**config.mk**
```make
export PLATFORM = sky130hd
export DESIGN_NAME = stbs_ctrl
export DESIGN_NICKNAME = d
export VERILOG_FILES = /design/src/hw/rtl/stbs_pkg.sv /design/src/hw/rtl/stbs_ctrl.sv
export SDC_FILE = /design/constraint.sdc
export NUM_CORES = 1
export LEC_CHECK = 0
export BUFFER_PORTS_ARGS = -buffer_cell sky130_fd_sc_hd__buf_2
export CAP_MARGIN = 10
export CORE_AREA = 2 2 39 41
export CTS_CLUSTER_DIAMETER = 80
export CTS_CLUSTER_SIZE = 24
export DETAILED_ROUTE_END_ITERATION = 12
export DIE_AREA = 0 0 41 43
export PLACE_DENSITY = 0.3
export SETUP_SLACK_MARGIN = 0.2
export SLEW_MARGIN = 30
export SYNTH_ARGS = -nofsm -noshare
export SYNTH_HDL_FRONTEND = slang
export SYNTH_SLANG_ARGS = --single-unit
```
**constraint.sdc**
```tcl
create_clock -name clk -period 1.3 [get_ports clk]
set_input_delay 0.065 -clock clk [delete_from_list [all_inputs] [get_ports clk]]
set_output_delay 0.065 -clock clk [all_outputs]
set_load 0.05 [all_outputs]
```
**src/hw/rtl/stbs_pkg.sv**
```systemverilog
`timescale 1ns / 1ps
// ----------------------------------------------------------------------------
// stbs_pkg
// Shared types and constants for the sorted-table binary search block.
// ----------------------------------------------------------------------------
package stbs_pkg;

	localparam int WORD_W     = 40;
	localparam int IDX_W      = 12;
	localparam int CNT_IN_W   = 13;
	localparam int PNUM_W     = 4;
	localparam int MAX_PROBES = 13;

	typedef enum logic {
		OP_LOAD   = 1'b0,
		OP_SEARCH = 1'b1
	} op_t;

	typedef enum logic [1:0] {
		REL_BELOW = 2'd0,
		REL_EQUAL = 2'd1,
		REL_ABOVE = 2'd2,
		REL_EMPTY = 2'd3
	} rel_t;

	typedef enum logic {
		ST_IDLE,
		ST_SEARCH
	} state_t;

	// controller -> datapath
	typedef struct packed {
		logic load;   // write one table entry
		logic start;  // latch key, set bounds, issue first read
		logic emit;   // load output register with current probe, advance
	} cmd_t;

	// datapath -> controller
	typedef struct packed {
		logic done;   // current probe is the final one of the run
	} sts_t;

endpackage

```
**src/hw/rtl/stbs_ctrl.sv**
```systemverilog
`timescale 1ns / 1ps
// ----------------------------------------------------------------------------
// stbs_ctrl
// Control state machine: input handshake, search sequencing, output valid.
// ----------------------------------------------------------------------------
module stbs_ctrl
	import stbs_pkg::*;
(
	input  logic clk,
	input  logic arst_n,
	input  logic in_valid,
	output logic in_ready,
	input  logic opcode,
	output logic out_valid,
	input  logic out_ready,
	input  sts_t sts,
	output cmd_t cmd
);

	state_t state_q, state_d;
	logic   out_valid_q;
	logic   accept;

	always_ff @(posedge clk or negedge arst_n) begin
		if (!arst_n) begin
			state_q     <= ST_IDLE;
			out_valid_q <= 1'b0;
		end else begin
			state_q <= state_d;
			if (cmd.emit) begin
				out_valid_q <= 1'b1;
			end else if (out_ready) begin
				out_valid_q <= 1'b0;
			end
		end
	end

	always_comb begin
		state_d   = state_q;
		cmd       = '0;
		in_ready  = 1'b0;
		accept    = 1'b0;
		unique case (state_q)
			ST_IDLE: begin
				in_ready  = 1'b1;
				accept    = in_valid;
				cmd.load  = accept && (opcode == OP_LOAD);
				cmd.start = accept && (opcode == OP_SEARCH);
				if (cmd.start) begin
					state_d = ST_SEARCH;
				end
			end
			ST_SEARCH: begin
				// advance only when the output register is free or draining
				cmd.emit = !out_valid_q || out_ready;
				if (cmd.emit && sts.done) begin
					state_d = ST_IDLE;
				end
			end
			default: begin
				state_d = ST_IDLE;
			end
		endcase
	end

	assign out_valid = out_valid_q;

endmodule

```
==> metrics.md <==
| Metric | Value |
|---|---|
| Setup TNS | 0 ns |
| Final min period | 1.09 ns |
| Post-route DRC | 0 |
| Buffers on Ports | 10 |
| Vias in the first global route | 138 |
| Hold endpoint | state_q |
| Via count | 128 |
| Register-to-Register Path Depth | 3 |
| Unrepaired setup endpoints after global routing | yes |
| Seq cells post-synth | 2 |
| Synth area leaders | dfrtp_1, nand2b_4, and2_2 |
| Post-Synthesis Cells | 10 |
| WP data arrival | 1.03 ns |
| Max-cap violations | 0 |
| Routed Wire Length | 309 um |
| Gpl congestion | 0.507 |
| R2R Setup Slk | 0.56 ns |
| Routed len/inst | 7.54 um |
| Final slew viol count | 0 |
| Critical-path maximum fanout | 5 |
| Clk slew on worst S/H paths | 0.03 ns |
| Top cell type's share of synthesized area | 48.2% |
| TritonCTS clock tree | done |
| Worst slew pin tran | 0.254 ns |
| Design Area, Final | 248 um2 |
| Root Buffer | clkbuf_4 |
| Top Ports | 11 |
| Critical path class | reg -> out |
| Via density | 3.12 |
| Worst r2r src | state_q |
| Clk_lat worst skew | 0.22 ns |
| Final Core Density | 17.9% |
| First-pass GRT wire length | 434 um |
| Remaining antenna violation count | 0 |
| H-tree depth | 1 |
| Die Width | 41 um |
| Status | finished clean |
| Number of diodes | 0 |
| Syn Nets | 16 |
| Clk sinks | 2 |
| All-Layer GR Usage | 4.32% |
| Num rows | 14 |
| Hold path cells | 2 |
| Drt pass-1 iters | 1 |
| Final setup viols | 0 |
| Seq/Total Area, Yosys | 48.2% |
| Leak | 0.120 nW |
| CTS max path bufs | 2 |
| Core area | 0.00138 mm2 |
| Largest net degree at the start of global routing | 6 |
| Initial antenna violation count | 0 |
| Post-DP HPWL | 248 um |
| Slew headroom | 83.2% |
| Critical R2R Capture | out_valid |
| Share of cells above drive strength 1 | 80.0% |
| Final hold violations | 0 |
| Yosys warning count | 0 |
| Worst VDD drop | 0.432 mV |
| Crit path launch type | flop |
| HP Class | in -> reg |
| Worst Setup End Kind | output pin |
| Tot Pwr | 0.551 mW |
| Max Clock Freq | 916 MHz |
| Layout area overhead | 139% |
| Die area | 0.00176 mm2 |
| Post-synth top area cell | dfrtp_1 |
| # nets final | 33 |
| Placed Cells incl. Taps | 36 |
| Placed Area | 180 um2 |
| Post-route clock period utilization | 84.0% |
| Final Skew | 0.00160 ns |
| Worst hold start | sts |
| Worst Path Required | 1.24 ns |
| Distinct cells, synth | 9 |
| PwrDens | 2220 mW/mm2 |
| Starting density of the core | 7.50% |
| Die Span Y | 43 um |
| Avg Synthesized Cell Area | 10.4 um2 |
| Post-Layout Cell Count | 41 |
| Mapped Area | 104 um2 |
| TritonCTS buffer count | 3 |
| GRT Residual Overflow | 0 |
| Initial DRC count | 0 |
routing by layer:
metal,GRT usage [%],up-vias,routed length (um),share of wire (%)
li1,-,65,-,-
met5,0,-,0,0
met3,3.14,0,72,23
met4,6.00,0,0,0
met1,3.55,52,125,40
met2,5.31,11,112,36
report_power, final:
group / leakage [nW] / internal, mW / switching (mW)
Combinational: 0.0848 / 0.105 / 0.197
Clock: 0.0138 / 0.102 / 0.0330
Sequential: 0.0211 / 0.0873 / 0.0267
kinds of logic after synthesis:
logic type	count (synthesis)	share of synthesized area [%]
AOI/OAI and AO/OA	2	10.8
DFF	2	48.2
buffers and inverters	1	3.61
and+or+nand+nor	5	37.4
per-stage QoR:
stage / hold WS (ns) / worst slack, ns
CTS: 0.0359 / 0.152
finish: 0.0385 / 0.208
detailed placement: -0.149 / 0.336
global placement: -0.141 / 0.355
floorplan: -0.231 / 0.139
global route: 0.0568 / 0.166
worst max-delay path: stages, from the launching register on:
cell,delay (ns)
dfrtp_2,0.42
inv_2,0.07
and3_4,0.17
buf_8,0.14
sequential cells by signal (all words and copies together), names as in the netlist:
name,flops
out_valid,1
state_q,1
layout make-up:
cell class | count | area, um2
Clock buffer | 3 | 22.5
Fill cell | 150 | 1140
Multi-Input combinational cell | 7 | 60.1
Inverter | 1 | 3.75
Timing Repair Buffer | 12 | 90.1
Tap cell | 16 | 20.0
Sequential cell | 2 | 51.3
cells in the mapped netlist:
| master | count |
|---|---|
| a21oi_1 | 1 |
| a31oi_1 | 1 |
| and2_2 | 1 |
| and3_1 | 1 |
| dfrtp_1 | 2 |
| inv_2 | 1 |
| nand2_1 | 1 |
| nand2b_4 | 1 |
| nor3b_1 | 1 |
timing repair:
| action | CTS | global route |
|---|---|---|
| hold buffers | 1 | 0 |
| setup buffers | 0 | 1 |
| endpoints found under the setup margin | 3 | 3 |
| endpoints found under the hold margin | 2 | 0 |
| cloned | 0 | 0 |
| pin swaps | 0 | 1 |
| gates resized for setup | 4 | 5 |
how the worst max path moves through the flow:
stage	start	to	slack, ns
6_report	state_q	cmd[1]	0.21
5_1_grt	state_q	cmd[2]	0.17
4_1_cts	state_q	cmd[1]	0.15
3_5_place_dp	state_q	cmd[1]	0.34
3_3_place_gp	state_q	cmd[1]	0.36
2_1_floorplan	state_q	cmd[2]	0.14
cell usage in the layout, fill, tap and decap left out:
cell	Yosys	final
and3_4	0	1
clkbuf_4	0	3
buf_8	0	1
dlygate4sd3_1	0	1
nor3b_2	0	1
and2_2	1	1
buf_6	0	2
buf_4	0	1
dfrtp_2	0	1
nand2_1	1	1
inv_2	1	1
dfrtp_1	2	1
a21oi_1	1	1
nand2b_4	1	1
buf_2	0	7
a31oi_1	1	1
(Power assumes the default switching activity.)
